`src/vcsf_pkg.sv`:
```
`timescale 1ns / 1ps
// shared constants and types for the velocity command shaper framer
// no dependencies; imported by the top level, controller and datapath

package vcsf_pkg;

  localparam int FRAME_LEN  = 12;
  localparam int IDX_W      = 4;
  localparam int NUM_AXES   = 3;
  localparam int CFG_IDX_W  = 3;
  localparam int CFG_DATA_W = 15;
  localparam int LIM_W      = 15;
  localparam int GAIN_W     = 13;
  localparam int SCALE_W    = 39;

  typedef logic [IDX_W-1:0] idx_t;

  // axis lanes
  localparam int AX_X    = 0;
  localparam int AX_Y    = 1;
  localparam int AX_TURN = 2;

  // configuration register indexes
  localparam logic [CFG_IDX_W-1:0] CFG_LIMIT_X       = 3'd0;
  localparam logic [CFG_IDX_W-1:0] CFG_LIMIT_Y       = 3'd1;
  localparam logic [CFG_IDX_W-1:0] CFG_LIMIT_TURN    = 3'd2;
  localparam logic [CFG_IDX_W-1:0] CFG_SMOOTH_GAIN   = 3'd3;
  localparam logic [CFG_IDX_W-1:0] CFG_FLOOR_LINEAR  = 3'd4;
  localparam logic [CFG_IDX_W-1:0] CFG_FLOOR_ANGULAR = 3'd5;

  // register reset values
  localparam logic [LIM_W-1:0]  LIMIT_X_RST       = 15'd6144;
  localparam logic [LIM_W-1:0]  LIMIT_Y_RST       = 15'd0;
  localparam logic [LIM_W-1:0]  LIMIT_TURN_RST    = 15'd4096;
  localparam logic [GAIN_W-1:0] SMOOTH_GAIN_RST   = 13'd819;
  localparam logic [LIM_W-1:0]  FLOOR_LINEAR_RST  = 15'd205;
  localparam logic [LIM_W-1:0]  FLOOR_ANGULAR_RST = 15'd410;

  // function codes
  localparam logic FUNC_SPEED = 1'b0;

  // frame byte positions
  localparam idx_t BYTE_FUNC = 4'd3;
  localparam idx_t BYTE_VX   = 4'd5;
  localparam idx_t BYTE_VY   = 4'd6;
  localparam idx_t BYTE_VR   = 4'd7;
  localparam idx_t BYTE_LAST = 4'(FRAME_LEN - 1);

  localparam logic [7:0] FUNC_SPEED_CODE = 8'h01;

  // unit conversion multipliers
  localparam logic [6:0]  CM_PER_M        = 7'd100;
  localparam logic [21:0] DEG_PER_RAD_Q16 = 22'd3754936;

  typedef enum logic {
    ST_IDLE,
    ST_SEND
  } ctl_state_t;

  typedef struct packed {
    logic start;
    idx_t idx;
  } dp_cmd_t;

  typedef struct packed {
    logic done;
  } dp_stat_t;

endpackage

```
`src/vcsf_in_if.sv`:
```
`timescale 1ns / 1ps
// request channel carrying speed commands and odometry requests
// depends on nothing

interface vcsf_in_if;
  logic               valid;
  logic               ready;
  logic               func;
  logic signed [15:0] target_x;
  logic signed [15:0] target_y;
  logic signed [15:0] target_turn;

  modport source (output valid, func, target_x, target_y, target_turn, input ready);
  modport sink   (input valid, func, target_x, target_y, target_turn, output ready);
endinterface

```
`src/vcsf_out_if.sv`:
```
`timescale 1ns / 1ps
// frame byte channel, one byte per handshake, twelve bytes per request
// depends on nothing

interface vcsf_out_if;
  logic       valid;
  logic       ready;
  logic [7:0] frame_byte;
  logic       last;

  modport source (output valid, frame_byte, last, input ready);
  modport sink   (input valid, frame_byte, last, output ready);
endinterface

```
`src/velocity_command_shaper_framer.sv`:
```
`timescale 1ns / 1ps
// top level of the velocity command shaper and 12-byte serial framer
// depends on vcsf_pkg, vcsf_in_if, vcsf_out_if, vcsf_ctl, vcsf_datapath
//
//   port       dir  carries
//   in_ch      in   one request: func, target_x, target_y, target_turn
//   out_ch     out  frame bytes, last on the twelfth
//   cfg_*      in   register writes, index 0..5, no read-back
//
// one request is the accept handshake on in_ch, then the 12 byte handshakes on out_ch
// the datapath needs five steps after accept; they overlap the five header bytes
// the velocity bytes wait on the datapath, the index only advances on out_ch.ready
// reset is synchronous on rst_n and restores register defaults and zero kept speeds

module velocity_command_shaper_framer #(
  parameter int FRAC_BITS = 12
) (
  input  logic                            clk,
  input  logic                            rst_n,
  vcsf_in_if.sink                         in_ch,
  vcsf_out_if.source                      out_ch,
  input  logic                            cfg_we,
  input  logic [vcsf_pkg::CFG_IDX_W-1:0]  cfg_index,
  input  logic [vcsf_pkg::CFG_DATA_W-1:0] cfg_data
);
  import vcsf_pkg::*;

  dp_cmd_t  cmd;
  dp_stat_t stat;

  vcsf_ctl u_ctl (
    .clk       (clk),
    .rst_n     (rst_n),
    .in_valid  (in_ch.valid),
    .in_ready  (in_ch.ready),
    .out_valid (out_ch.valid),
    .out_ready (out_ch.ready),
    .out_last  (out_ch.last),
    .cmd       (cmd),
    .stat      (stat)
  );

  vcsf_datapath #(
    .FRAC_BITS (FRAC_BITS)
  ) u_datapath (
    .clk            (clk),
    .rst_n          (rst_n),
    .cfg_we         (cfg_we),
    .cfg_index      (cfg_index),
    .cfg_data       (cfg_data),
    .in_func        (in_ch.func),
    .in_target_x    (in_ch.target_x),
    .in_target_y    (in_ch.target_y),
    .in_target_turn (in_ch.target_turn),
    .cmd            (cmd),
    .stat           (stat),
    .frame_byte     (out_ch.frame_byte)
  );

endmodule

```
`src/vcsf_ctl.sv`:
```
`timescale 1ns / 1ps
// controller: accepts requests, steps the frame byte index, runs both handshakes
// depends on vcsf_pkg

module vcsf_ctl (
  input  logic               clk,
  input  logic               rst_n,
  input  logic               in_valid,
  output logic               in_ready,
  output logic               out_valid,
  input  logic               out_ready,
  output logic               out_last,
  output vcsf_pkg::dp_cmd_t  cmd,
  input  vcsf_pkg::dp_stat_t stat
);
  import vcsf_pkg::*;

  ctl_state_t state_r, state_nxt;
  idx_t       idx_r, idx_nxt;
  logic       start;

  always_ff @(posedge clk) begin
    if (!rst_n) begin
      state_r <= ST_IDLE;
      idx_r   <= '0;
    end else begin
      state_r <= state_nxt;
      idx_r   <= idx_nxt;
    end
  end

  always_comb begin
    state_nxt = state_r;
    idx_nxt   = idx_r;
    in_ready  = 1'b0;
    out_valid = 1'b0;
    out_last  = 1'b0;
    start     = 1'b0;
    unique case (state_r)
      ST_IDLE: begin
        in_ready = 1'b1;
        idx_nxt  = '0;
        if (in_valid) begin
          start     = 1'b1;
          state_nxt = ST_SEND;
        end
      end
      ST_SEND: begin
        // header bytes go out while the datapath is still working
        out_valid = (idx_r < BYTE_VX) || stat.done;
        out_last  = (idx_r == BYTE_LAST);
        if (out_valid && out_ready) begin
          if (out_last) begin
            state_nxt = ST_IDLE;
          end else begin
            idx_nxt = idx_r + 1'b1;
          end
        end
      end
      default: begin
        state_nxt = ST_IDLE;
      end
    endcase
  end

  assign cmd.start = start;
  assign cmd.idx   = idx_r;

  a_no_overlap: assert property (@(posedge clk) disable iff (!rst_n)
    in_ready |-> !out_valid)
    else $error("request taken while frame pending");

  a_last_then_idle: assert property (@(posedge clk) disable iff (!rst_n)
    (out_valid && out_ready && out_last) |=> in_ready)
    else $error("not idle after last byte");

  a_idx_step: assert property (@(posedge clk) disable iff (!rst_n)
    (out_valid && out_ready && !out_last) |=> (idx_r == $past(idx_r) + 1'b1))
    else $error("byte index did not advance");

  a_hold_payload_bytes: assert property (@(posedge clk) disable iff (!rst_n)
    (state_r == ST_SEND && idx_r >= BYTE_VX && !stat.done) |-> !out_valid)
    else $error("velocity byte shown before datapath done");

endmodule

```
`src/vcsf_datapath.sv`:
```
`timescale 1ns / 1ps
// datapath: config registers, clamp, smoothing, snap to zero, unit scaling, byte mux
// depends on vcsf_pkg

module vcsf_datapath #(
  parameter int FRAC_BITS = 12
) (
  input  logic                                clk,
  input  logic                                rst_n,
  input  logic                                cfg_we,
  input  logic [vcsf_pkg::CFG_IDX_W-1:0]      cfg_index,
  input  logic [vcsf_pkg::CFG_DATA_W-1:0]     cfg_data,
  input  logic                                in_func,
  input  logic signed [15:0]                  in_target_x,
  input  logic signed [15:0]                  in_target_y,
  input  logic signed [15:0]                  in_target_turn,
  input  vcsf_pkg::dp_cmd_t                   cmd,
  output vcsf_pkg::dp_stat_t                  stat,
  output logic [7:0]                          frame_byte
);
  import vcsf_pkg::*;

  localparam int LIN_W  = 24;
  localparam int ANG_SH = FRAC_BITS + 16;

  function automatic logic [7:0] cap_mag(logic [SCALE_W-1:0] q);
    cap_mag = (q > SCALE_W'(128)) ? 8'd128 : q[7:0];
  endfunction

  function automatic logic [7:0] lin_byte(logic [7:0] m, logic neg);
    if (neg) begin
      lin_byte = 8'(8'd0 - m);
    end else begin
      lin_byte = (m > 8'd127) ? 8'd127 : m;
    end
  endfunction

  function automatic logic [7:0] ang_byte(logic [7:0] m, logic neg);
    logic [7:0] rm;
    logic [7:0] h;
    rm = (neg || m <= 8'd127) ? m : 8'd127;
    h  = {1'b0, rm[7:1]};
    ang_byte = neg ? 8'(8'd0 - h) : h;
  endfunction

  function automatic logic [7:0] req_frame_byte(idx_t i);
    unique case (i)
      4'd0:    req_frame_byte = 8'hFE;
      4'd1:    req_frame_byte = 8'hEE;
      4'd2:    req_frame_byte = 8'h05;
      4'd3:    req_frame_byte = 8'h02;
      4'd4:    req_frame_byte = 8'h01;
      4'd5:    req_frame_byte = 8'h01;
      4'd6:    req_frame_byte = 8'h01;
      4'd7:    req_frame_byte = 8'h01;
      4'd8:    req_frame_byte = 8'h55;
      4'd9:    req_frame_byte = 8'hAA;
      4'd10:   req_frame_byte = 8'hFC;
      default: req_frame_byte = 8'hFF;
    endcase
  endfunction

  // config registers
  logic [LIM_W-1:0]  limit_r [NUM_AXES];
  logic [GAIN_W-1:0] gain_r;
  logic [LIM_W-1:0]  floor_lin_r;
  logic [LIM_W-1:0]  floor_ang_r;

  // per-lane state and step registers
  logic signed [15:0] tgt       [NUM_AXES];
  logic signed [15:0] kept_r    [NUM_AXES];
  logic signed [17:0] diff_r    [NUM_AXES];
  logic [LIM_W-1:0]   tmag_r    [NUM_AXES];
  logic signed [31:0] prod_r    [NUM_AXES];
  logic signed [15:0] n_r       [NUM_AXES];
  logic [16:0]        km_r      [NUM_AXES];
  logic               kneg_r    [NUM_AXES];
  logic [LIN_W-1:0]   scl_lin_r [2];
  logic [SCALE_W-1:0] scl_ang_r;
  logic [7:0]         vel_r     [NUM_AXES];

  logic       func_r;
  logic [4:0] stg_r;
  logic       done_r;

  assign tgt[AX_X]    = in_target_x;
  assign tgt[AX_Y]    = in_target_y;
  assign tgt[AX_TURN] = in_target_turn;

  always_ff @(posedge clk) begin
    if (!rst_n) begin
      limit_r[AX_X]    <= LIMIT_X_RST;
      limit_r[AX_Y]    <= LIMIT_Y_RST;
      limit_r[AX_TURN] <= LIMIT_TURN_RST;
      gain_r           <= SMOOTH_GAIN_RST;
      floor_lin_r      <= FLOOR_LINEAR_RST;
      floor_ang_r      <= FLOOR_ANGULAR_RST;
    end else if (cfg_we) begin
      unique case (cfg_index)
        CFG_LIMIT_X:       limit_r[AX_X]    <= cfg_data[LIM_W-1:0];
        CFG_LIMIT_Y:       limit_r[AX_Y]    <= cfg_data[LIM_W-1:0];
        CFG_LIMIT_TURN:    limit_r[AX_TURN] <= cfg_data[LIM_W-1:0];
        CFG_SMOOTH_GAIN:   gain_r           <= cfg_data[GAIN_W-1:0];
        CFG_FLOOR_LINEAR:  floor_lin_r      <= cfg_data[LIM_W-1:0];
        CFG_FLOOR_ANGULAR: floor_ang_r      <= cfg_data[LIM_W-1:0];
        default: begin
        end
      endcase
    end
  end

  // step sequencer
  always_ff @(posedge clk) begin
    if (!rst_n) begin
      stg_r  <= '0;
      done_r <= 1'b0;
    end else begin
      stg_r <= {stg_r[3:0], cmd.start};
      if (cmd.start) begin
        done_r <= 1'b0;
      end else if (stg_r[4]) begin
        done_r <= 1'b1;
      end
    end
  end

  always_ff @(posedge clk) begin
    if (cmd.start) begin
      func_r <= in_func;
    end
  end

  for (genvar g = 0; g < NUM_AXES; g++) begin : g_lane
    logic signed [16:0] tw;
    logic [16:0]        tmag;
    logic               over;
    logic signed [16:0] lim_s;
    logic signed [16:0] tcl;
    logic signed [17:0] diff_c;
    logic signed [31:0] step_c;
    logic signed [32:0] sum_c;
    logic signed [15:0] sat_c;
    logic signed [16:0] nw;
    logic [16:0]        nmag;
    logic [LIM_W-1:0]   fl;
    logic               snap;

    // clamp and difference on the request itself
    always_comb begin
      tw     = {tgt[g][15], tgt[g]};
      tmag   = tw[16] ? 17'(-tw) : 17'(tw);
      lim_s  = {2'b00, limit_r[g]};
      over   = tmag > {2'b00, limit_r[g]};
      tcl    = over ? (tw[16] ? 17'(-lim_s) : lim_s) : tw;
      diff_c = {tcl[16], tcl} - {{2{kept_r[g][15]}}, kept_r[g]};
    end

    // smoothing sum with saturation
    always_comb begin
      step_c = prod_r[g] >>> FRAC_BITS;
      sum_c  = {{17{kept_r[g][15]}}, kept_r[g]} + {step_c[31], step_c};
      if (sum_c > 33'sd32767) begin
        sat_c = 16'sh7FFF;
      end else if (sum_c < -33'sd32768) begin
        sat_c = 16'sh8000;
      end else begin
        sat_c = sum_c[15:0];
      end
    end

    // snap to zero while slow and decelerating
    always_comb begin
      nw   = {n_r[g][15], n_r[g]};
      nmag = nw[16] ? 17'(-nw) : 17'(nw);
      fl   = (g == AX_TURN) ? floor_ang_r : floor_lin_r;
      snap = (nmag < {2'b00, fl}) && ({2'b00, tmag_r[g]} < nmag);
    end

    always_ff @(posedge clk) begin
      if (cmd.start) begin
        diff_r[g] <= diff_c;
        tmag_r[g] <= over ? limit_r[g] : tmag[LIM_W-1:0];
      end
      if (stg_r[0]) begin
        prod_r[g] <= $signed({1'b0, gain_r}) * diff_r[g];
      end
      if (stg_r[1]) begin
        n_r[g] <= sat_c;
      end
      if (stg_r[2]) begin
        km_r[g]   <= snap ? 17'd0 : nmag;
        kneg_r[g] <= !snap && n_r[g][15];
      end
    end

    always_ff @(posedge clk) begin
      if (!rst_n) begin
        kept_r[g] <= '0;
      end else if (stg_r[2] && func_r == FUNC_SPEED) begin
        kept_r[g] <= snap ? 16'sd0 : n_r[g];
      end
    end
  end

  // unit scaling, then truncation and byte saturation
  always_ff @(posedge clk) begin
    if (stg_r[3]) begin
      scl_lin_r[AX_X] <= LIN_W'(km_r[AX_X]) * LIN_W'(CM_PER_M);
      scl_lin_r[AX_Y] <= LIN_W'(km_r[AX_Y]) * LIN_W'(CM_PER_M);
      scl_ang_r       <= SCALE_W'(km_r[AX_TURN]) * SCALE_W'(DEG_PER_RAD_Q16);
    end
    if (stg_r[4]) begin
      vel_r[AX_X]    <= lin_byte(cap_mag(SCALE_W'(scl_lin_r[AX_X] >> FRAC_BITS)),
                                 kneg_r[AX_X]);
      vel_r[AX_Y]    <= lin_byte(cap_mag(SCALE_W'(scl_lin_r[AX_Y] >> FRAC_BITS)),
                                 kneg_r[AX_Y]);
      vel_r[AX_TURN] <= ang_byte(cap_mag(scl_ang_r >> ANG_SH), kneg_r[AX_TURN]);
    end
  end

  always_comb begin
    frame_byte = req_frame_byte(cmd.idx);
    if (func_r == FUNC_SPEED) begin
      unique case (cmd.idx)
        BYTE_FUNC: frame_byte = FUNC_SPEED_CODE;
        BYTE_VX:   frame_byte = vel_r[AX_X];
        BYTE_VY:   frame_byte = vel_r[AX_Y];
        BYTE_VR:   frame_byte = vel_r[AX_TURN];
        default: begin
        end
      endcase
    end
  end

  assign stat.done = done_r;

endmodule
```
`src/flat_wrapper.sv`:
```
// flat-port wrapper written by rule: the top's interface ports become plain ports
module velocity_command_shaper_framer_flat import vcsf_pkg::*;
#(
  parameter int FRAC_BITS = 12
)
  (clk, rst_n, cfg_we, cfg_index, cfg_data, in_ch_valid, in_ch_func, in_ch_target_x, in_ch_target_y, in_ch_target_turn, in_ch_ready, out_ch_valid, out_ch_frame_byte, out_ch_last, out_ch_ready);
  vcsf_in_if in_ch_i ();
  vcsf_out_if out_ch_i ();
  input  logic clk;
  input  logic rst_n;
  input  logic cfg_we;
  input  logic [vcsf_pkg::CFG_IDX_W-1:0] cfg_index;
  input  logic [vcsf_pkg::CFG_DATA_W-1:0] cfg_data;
  input wire logic [$bits(in_ch_i.valid)-1:0] in_ch_valid;
  input wire logic [$bits(in_ch_i.func)-1:0] in_ch_func;
  input wire logic [$bits(in_ch_i.target_x)-1:0] in_ch_target_x;
  input wire logic [$bits(in_ch_i.target_y)-1:0] in_ch_target_y;
  input wire logic [$bits(in_ch_i.target_turn)-1:0] in_ch_target_turn;
  output wire logic [$bits(in_ch_i.ready)-1:0] in_ch_ready;
  output wire logic [$bits(out_ch_i.valid)-1:0] out_ch_valid;
  output wire logic [$bits(out_ch_i.frame_byte)-1:0] out_ch_frame_byte;
  output wire logic [$bits(out_ch_i.last)-1:0] out_ch_last;
  input wire logic [$bits(out_ch_i.ready)-1:0] out_ch_ready;
  assign in_ch_i.valid = in_ch_valid;
  assign in_ch_i.func = in_ch_func;
  assign in_ch_i.target_x = in_ch_target_x;
  assign in_ch_i.target_y = in_ch_target_y;
  assign in_ch_i.target_turn = in_ch_target_turn;
  assign in_ch_ready = in_ch_i.ready;
  assign out_ch_valid = out_ch_i.valid;
  assign out_ch_frame_byte = out_ch_i.frame_byte;
  assign out_ch_last = out_ch_i.last;
  assign out_ch_i.ready = out_ch_ready;
  velocity_command_shaper_framer #(.FRAC_BITS(FRAC_BITS)) u_core (.clk(clk), .rst_n(rst_n), .in_ch(in_ch_i), .out_ch(out_ch_i), .cfg_we(cfg_we), .cfg_index(cfg_index), .cfg_data(cfg_data));
endmodule
```
`config.mk`:
```
export PLATFORM = sky130hd
export DESIGN_NAME = velocity_command_shaper_framer_flat
export DESIGN_NICKNAME = d
export VERILOG_FILES = /design/src/vcsf_pkg.sv /design/src/vcsf_in_if.sv /design/src/vcsf_out_if.sv /design/src/velocity_command_shaper_framer.sv /design/src/vcsf_ctl.sv /design/src/vcsf_datapath.sv /design/src/flat_wrapper.sv
export SDC_FILE = /design/constraint.sdc
export NUM_CORES = 2
export LEC_CHECK = 0
export BUFFER_PORTS_ARGS = -buffer_cell sky130_fd_sc_hd__buf_2
export CORE_MARGIN = 1
export CORE_UTILIZATION = 30
export DETAILED_ROUTE_END_ITERATION = 10
export GPL_TIMING_DRIVEN = 0
export PLACE_DENSITY = 0.42
export RECOVER_POWER = 25
export SYNTH_ARGS = -nofsm -noshare
export SYNTH_HDL_FRONTEND = slang
export SYNTH_SLANG_ARGS = --single-unit
```
`constraint.sdc`:
```
create_clock -name clk -period 20.3 [get_ports clk]
set_input_delay 3.045 -clock clk [delete_from_list [all_inputs] [get_ports clk]]
set_output_delay 3.045 -clock clk [all_outputs]
set_load 0.03 [all_outputs]
```
# Yosys cells after proc, flatten, opt, wreduce, memory -nomap -nowiden
# Memory sizes are Yosys's and may differ from the RTL's. A register that Yosys moved wholly into a read port is not among the register bits.
# Cells that the tools add are included.
# Widths: inputs -> output; s select.
# word_totals
register_bits	91
mem_bits_rw	458
mem_bits_ro	128
inputBits	72
output_inout_bits	11
wordCells	194
mem_count	11
# classes
addsub	19
mul	6
magnitude_cmp	22
n_eq_ne	12
n_mux	87
n_bitwise	9
n_reduce_logical	19
# memory_table
memory	depth	width	rd	rd_ports_with_merged_regs	write_ports	line_no	text
(no name shown)	16	8	1	1	0	vcsf_datapath.sv:47	unique case (i)
u_core.u_datapath.prod_r	3	32	3	0	3	vcsf_datapath.sv:74	logic signed [31:0] prod_r [NUM_AXES];
u_core.u_datapath.diff_r	3	18	3	0	3	vcsf_datapath.sv:72	logic signed [17:0] diff_r [NUM_AXES];
u_core.u_datapath.km_r	3	17	3	0	3	vcsf_datapath.sv:76	logic [16:0] km_r [NUM_AXES];
u_core.u_datapath.kept_r	3	16	3	0	3	vcsf_datapath.sv:71	logic signed [15:0] kept_r [NUM_AXES];
u_core.u_datapath.n_r	3	16	3	0	3	vcsf_datapath.sv:75	logic signed [15:0] n_r [NUM_AXES];
+5 memories	-	-	-	-	-	-	
# op_table
operator	n
$mux 17	15
$mux 16	12
$neg 16->17	6
$mul 14x18->32	3
$mux 8	12
$mux 15	6
$add 16x20->21	3
$gt 21x16->1 const B	3
$lt 21x16->1 const B	3
$sub 17x16->18	3
$gt 17x15->1	3
$lt 15x17->1	3
$lt 17x15->1	3
$neg 15->17	3
$mul 17x5->22 const B	2
$mul 17x19->36 const B	1
$mux 1	35
$pmux 8 s4	1
$gt 12x8->1 const B	2
$gt 8x7->1 const B	2
$mux 4	4
$sub 1x8->8 const A	2
$eq 4x3->1 const B	3
$gt 11x8->1 const B	1
other kinds (21)	43

# Longest topological paths before layout
# depth
ltp_word	7
mapped_depth	27
mapped_depth_nobuf	26

# Hierarchy
# From an unflattened synthesis, not the netlist that was laid out.
# unflattened
cells_unflattened	6648
hier_area_um2	63091.8
# by_module_without_submodules
module	instances	cells_per_inst	area_each_um2	seq_area_each_um2
vcsf_datapath	1	6611	62781.5	13382.8
vcsf_ctl	1	37	310.3	100.1

# Least setup slack after synthesis
# No wires, ideal clock.
# synth_timing
path_type	input port to flip-flop
startpoint	input port in_ch_target_turn[6]
endpoint	memory u_core.u_datapath.diff_r[2][15], in the netlist u_core.u_datapath.diff_r[0][51], data pin
arrival_time_ns	8.167
required_ns	20.148
setup_slack_ns	11.982
cell_stages	24
path_buffers	1
path_cell_list	or4_1 -> or3_1 -> or3_1 -> o31ai_1 -> xnor2_1 -> ha_1 -> nand3_1 -> nor2_1 -> nand3_1 -> nor4_1 -> nor2_1 -> o21ai_1 -> buf_2 -> mux2_1 -> ha_1 -> nor2b_1 -> o21ai_0 -> a21boi_0 -> o21ai_0 -> a211oi_1 -> a311o_1 -> and2_1 -> a41o_1 -> a31oi_1
# synth_rtl
element	line_no	text
from (decl)	flat_wrapper.sv:18	input wire logic [$bits(in_ch_i.target_turn)-1:0] in_ch_target_turn;
to (decl)	vcsf_datapath.sv:72	

==> results.md <==
- Mean area per synthesized cell: approximately 9.7 sq um
- Crit-path max FO: 10
- Hold Vio Cnt, Final: 0
- CTS Buf Count: between 60 and 70
- H-tree depth: 3
- Vias: 44.4k
- FF-to-FF setup slack: about 11000 ps
- Post-cts resize count: 0
- R2R Path End: u_core.u_datapath.prod_r[0][95]$_DFFE_PP_
- WP data arrival: 9830 ps
- Hold Path End: u_core.u_datapath.floor_ang_r[13]$_SDFFE_PN0P_
- Worst-Margin Slew: slightly below 3000 ps
- Worst reg2reg path depth: 21
- IO buf count: 82
- Clock sink count: 473
- Core Region: 207000 sq um
- First-pass GRT wire length: approximately 300 mm
- Worst Skew: roughly 27 ps
- Mapped Cells: about 6.5k
- Critical Path RT: around 21000 ps
- Post CTS Setup Buffer Count: 0
- Initial DRT Pass Iterations: 7
- Post-synth EDFFs: slightly above 400
- Pin count of the biggest net entering global routing: 58
- Vias in the first global route: about 47k
- Mux cell area share after synthesis: 1.42%
- Sequential area share after synthesis: a little over a fifth
- Post-layout nets: roughly 8.3k
- Die footprint: 210000 sq um
- Final Setup Violations: 0
- Startpoint types: register
- F_max: 0.106 GHz
- Setup TNS: 0 ps
- Die Y: 459 microns
- CTS tree: built
- Routed length per instance: 20.5 microns
- Initial drt markers: ~2.4k
- Post-DRT Antenna Nets: 0
- R2r startpoint: u_core.u_datapath.gain_r[1]$_SDFFE_PN1P_
- Post-synthesis register bit count: approximately 470
- Failing checks: capacitance limit, slew limit
- Crit end category: register
- Crit Path Class: reg2reg
- Synth top area cells: fa_1 (26%), edfxtp_1 (20%), ha_1 (15%), inv_1 (8.1%), and2_1 (3.7%)
- Simple-Gate Fraction of Synth Area: around an eighth
- Adder-cell share of the synthesized area: 41.1%
- Yosys synthesis warning count: 0
- Clock Tree Buf Depth: 3
- Mapped Area: 62600 sq um
- Main synth FF type: edfxtp_1
- FFs w/ async S/R, synth: 0%
- Count of final max-slew check failures: about 190
- Max cap viols: 4
- Tmin final: ~9400 ps
- Post-Synth XOR/XNOR Area: 4.35%
- Num ports: slightly above 80
- Vias per cell: ~4.7
- Clk root buf: clkbuf_16
- GRT overflow: 0
- RSZ-0062 raised after global routing: false
- P&R area growth vs syn: 10.3%
- WHS Path Cells: 2
- GRT Overall Usage: about a fifth
- # fillers: roughly 22k
- Worst-path clk slew: ~60 ps
- Slew headroom: -98.0%
- Die extent in x: 459 microns
- Initial antenna violation count: 22
- Hold_buf cts: 0
- Cell Rows: roughly 170
- Min-delay worst type: reg2reg
- Outcome: finished with violations
- Placer Congestion: around 0.87
- WHS: between 400 and 500 ps
- Post-DP HPWL: 162 mm
- Distinct cells, synth: 85
- Largest family of logic cells by synthesized area: adder cells
- Area leader, netlist: fa_1
- Post-synthesis compound-gate area fraction: 8.83%
- Total wire length: about 190 mm
- Clock latency on the worst-skew pair: roughly 670 ps
- Drt drc: 0
- Hold Startpoint: u_core.u_datapath.floor_ang_r[13]$_SDFFE_PN0P_
- Share of the synthesized area in the top cell type: 26.3%
- Period utilization: about 46%
- Share of cells above drive strength 1: under 10%
- Initial Utilization: a little under a third
==> cells in the mapped netlist (all sizes together) (53+ instances only) <==
| cell type | n |
|---|---|
| edfxtp | 413 |
| nor2b | 53 |
| a21o | 99 |
| mux2 | 60 |
| o21ai | 192 |
| fa | 822 |
| dfxtp | 60 |
| and2 | 367 |
| nor3 | 77 |
| inv | 1348 |
| nand2b | 53 |
| nand2 | 608 |
| nor2 | 220 |
| ha | 740 |
| xnor2 | 210 |
| clkbuf | 197 |
| a21oi | 199 |
| xor2 | 101 |
==> metal layers <==
metal  global-route usage [%]  vias to the layer above  routed length, microns
met5                        0                        -                       9
met4                     5.24                        2                    5430
met3                     1.76                      178                    6490
met2                     31.2                      690                   91300
met1                     25.9                    22380                   91500
li1                         -                    21196                       -
==> cells by family (layout without fill, tap and decap cells) <==
| kind of cell | after synthesis | in the layout |
|---|---|---|
| other cells | 1 | 16 |
| flops | 473 | 473 |
| compound gates | 844 | 844 |
| fa+ha+maj | 1562 | 1562 |
| xor+xnor | 311 | 311 |
| buf+inv | 1553 | 1764 |
| simple gates | 1650 | 1650 |
| mux | 74 | 74 |
==> per-stage QoR <==
stage	std cells	util, %	worst slack [ps]	cell area (sq um)
global route	9472	33.3	10450	69000
global placement	9340	32.1	8280	66500
finish	9482	33.3	10870	69000
CTS	9469	33.3	10540	69000
detailed placement	9349	32.2	10590	66700
floorplan	6470	-	11980	62600
==> state kept, by name (all words and copies together) (netlist names), named ones only <==
| register | cells |
|---|---|
| u_core.u_datapath.prod_r | 60 |
| u_core.u_datapath.diff_r | 54 |
| u_core.u_datapath.km_r | 51 |
| u_core.u_datapath.kept_r | 48 |
| u_core.u_datapath.n_r | 48 |
| u_core.u_datapath.limit_r | 45 |
| u_core.u_datapath.tmag_r | 45 |
| u_core.u_datapath.scl_lin_r | 24 |
| u_core.u_datapath.vel_r | 24 |
| u_core.u_datapath.floor_ang_r | 15 |
| u_core.u_datapath.floor_lin_r | 15 |
| u_core.u_datapath.gain_r | 13 |
| u_core.u_datapath.scl_ang_r | 10 |
| u_core.u_datapath.stg_r | 5 |
| u_core.u_ctl.idx_r | 4 |
| u_core.u_datapath.kneg_r | 3 |
| u_core.u_ctl.state_r | 1 |
| u_core.u_datapath.func_r | 1 |
| u_core.u_datapath.stat | 1 |
==> worst max path at each step <==
| stage | from | endpoint | slack, ps |
|---|---|---|---|
| finish | u_core.u_datapath.gain_r[1]$_SDFFE_PN1P_ | u_core.u_datapath.prod_r[0][95]$_DFFE_PP_ | 10870 |
| CTS | u_core.u_datapath.gain_r[3]$_SDFFE_PN0P_ | u_core.u_datapath.prod_r[0][95]$_DFFE_PP_ | 10540 |
| global placement | in_ch_valid | u_core.u_datapath.diff_r[0][32]$_DFFE_PP_ | 8280 |
| global route | u_core.u_datapath.gain_r[1]$_SDFFE_PN1P_ | u_core.u_datapath.prod_r[0][95]$_DFFE_PP_ | 10450 |
| detailed placement | u_core.u_datapath.gain_r[3]$_SDFFE_PN0P_ | u_core.u_datapath.prod_r[0][95]$_DFFE_PP_ | 10590 |
| floorplan | in_ch_target_turn[6] | u_core.u_datapath.diff_r[0][51]$_DFFE_PP_ | 11980 |
==> cell type report <==
type                            count  area (sq um)  share of cell area [%]
Clock inverter                     34           485                   0.703
Timing Repair Buffer               91           579                   0.839
Buffer                            205           797                    1.15
Tap cell                         2788          3490                    5.05
Multi-Input combinational cell   4444         43200                    62.5
Antenna cell                       13          32.5                  0.0471
Sequential cell                   473         13600                    19.7
Inverter                         1348          5060                    7.33
Clock buffer                       86          1830                    2.65
==> worst max-delay path, cell delays in order (launching register included) <==
cell	delay [ps]
dfxtp_1	310
clkbuf_1	920
clkbuf_1	1000
nand2_1	540
fa_1	840
inv_1	280
fa_1	610
fa_1	460
fa_1	550
inv_1	50
fa_1	500
inv_1	50
ha_1	380
nand4_1	130
nor3_1	460
o2111ai_1	410
o2111ai_1	310
o211a_1	300
o211a_1	270
a311o_1	230
a21oi_1	90
xnor2_1	450
==> cells in the final DEF (no fill, tap or decap), types with 77 or more instances in the layout <==
cell	netlist	routed
inv_1	1347	1347
fa_1	822	822
ha_1	740	740
nand2_1	608	608
edfxtp_1	413	413
and2_1	366	365
nor2_1	220	220
xnor2_1	210	210
clkbuf_1	197	209
a21oi_1	199	199
o21ai_0	189	187
xor2_1	101	101
a21o_1	99	99
buf_2	3	85
nor3_1	77	77
Power is left out: the tool's default activity adds up to more than one toggle a clock period on the data nets, which glitch-free logic cannot reach.
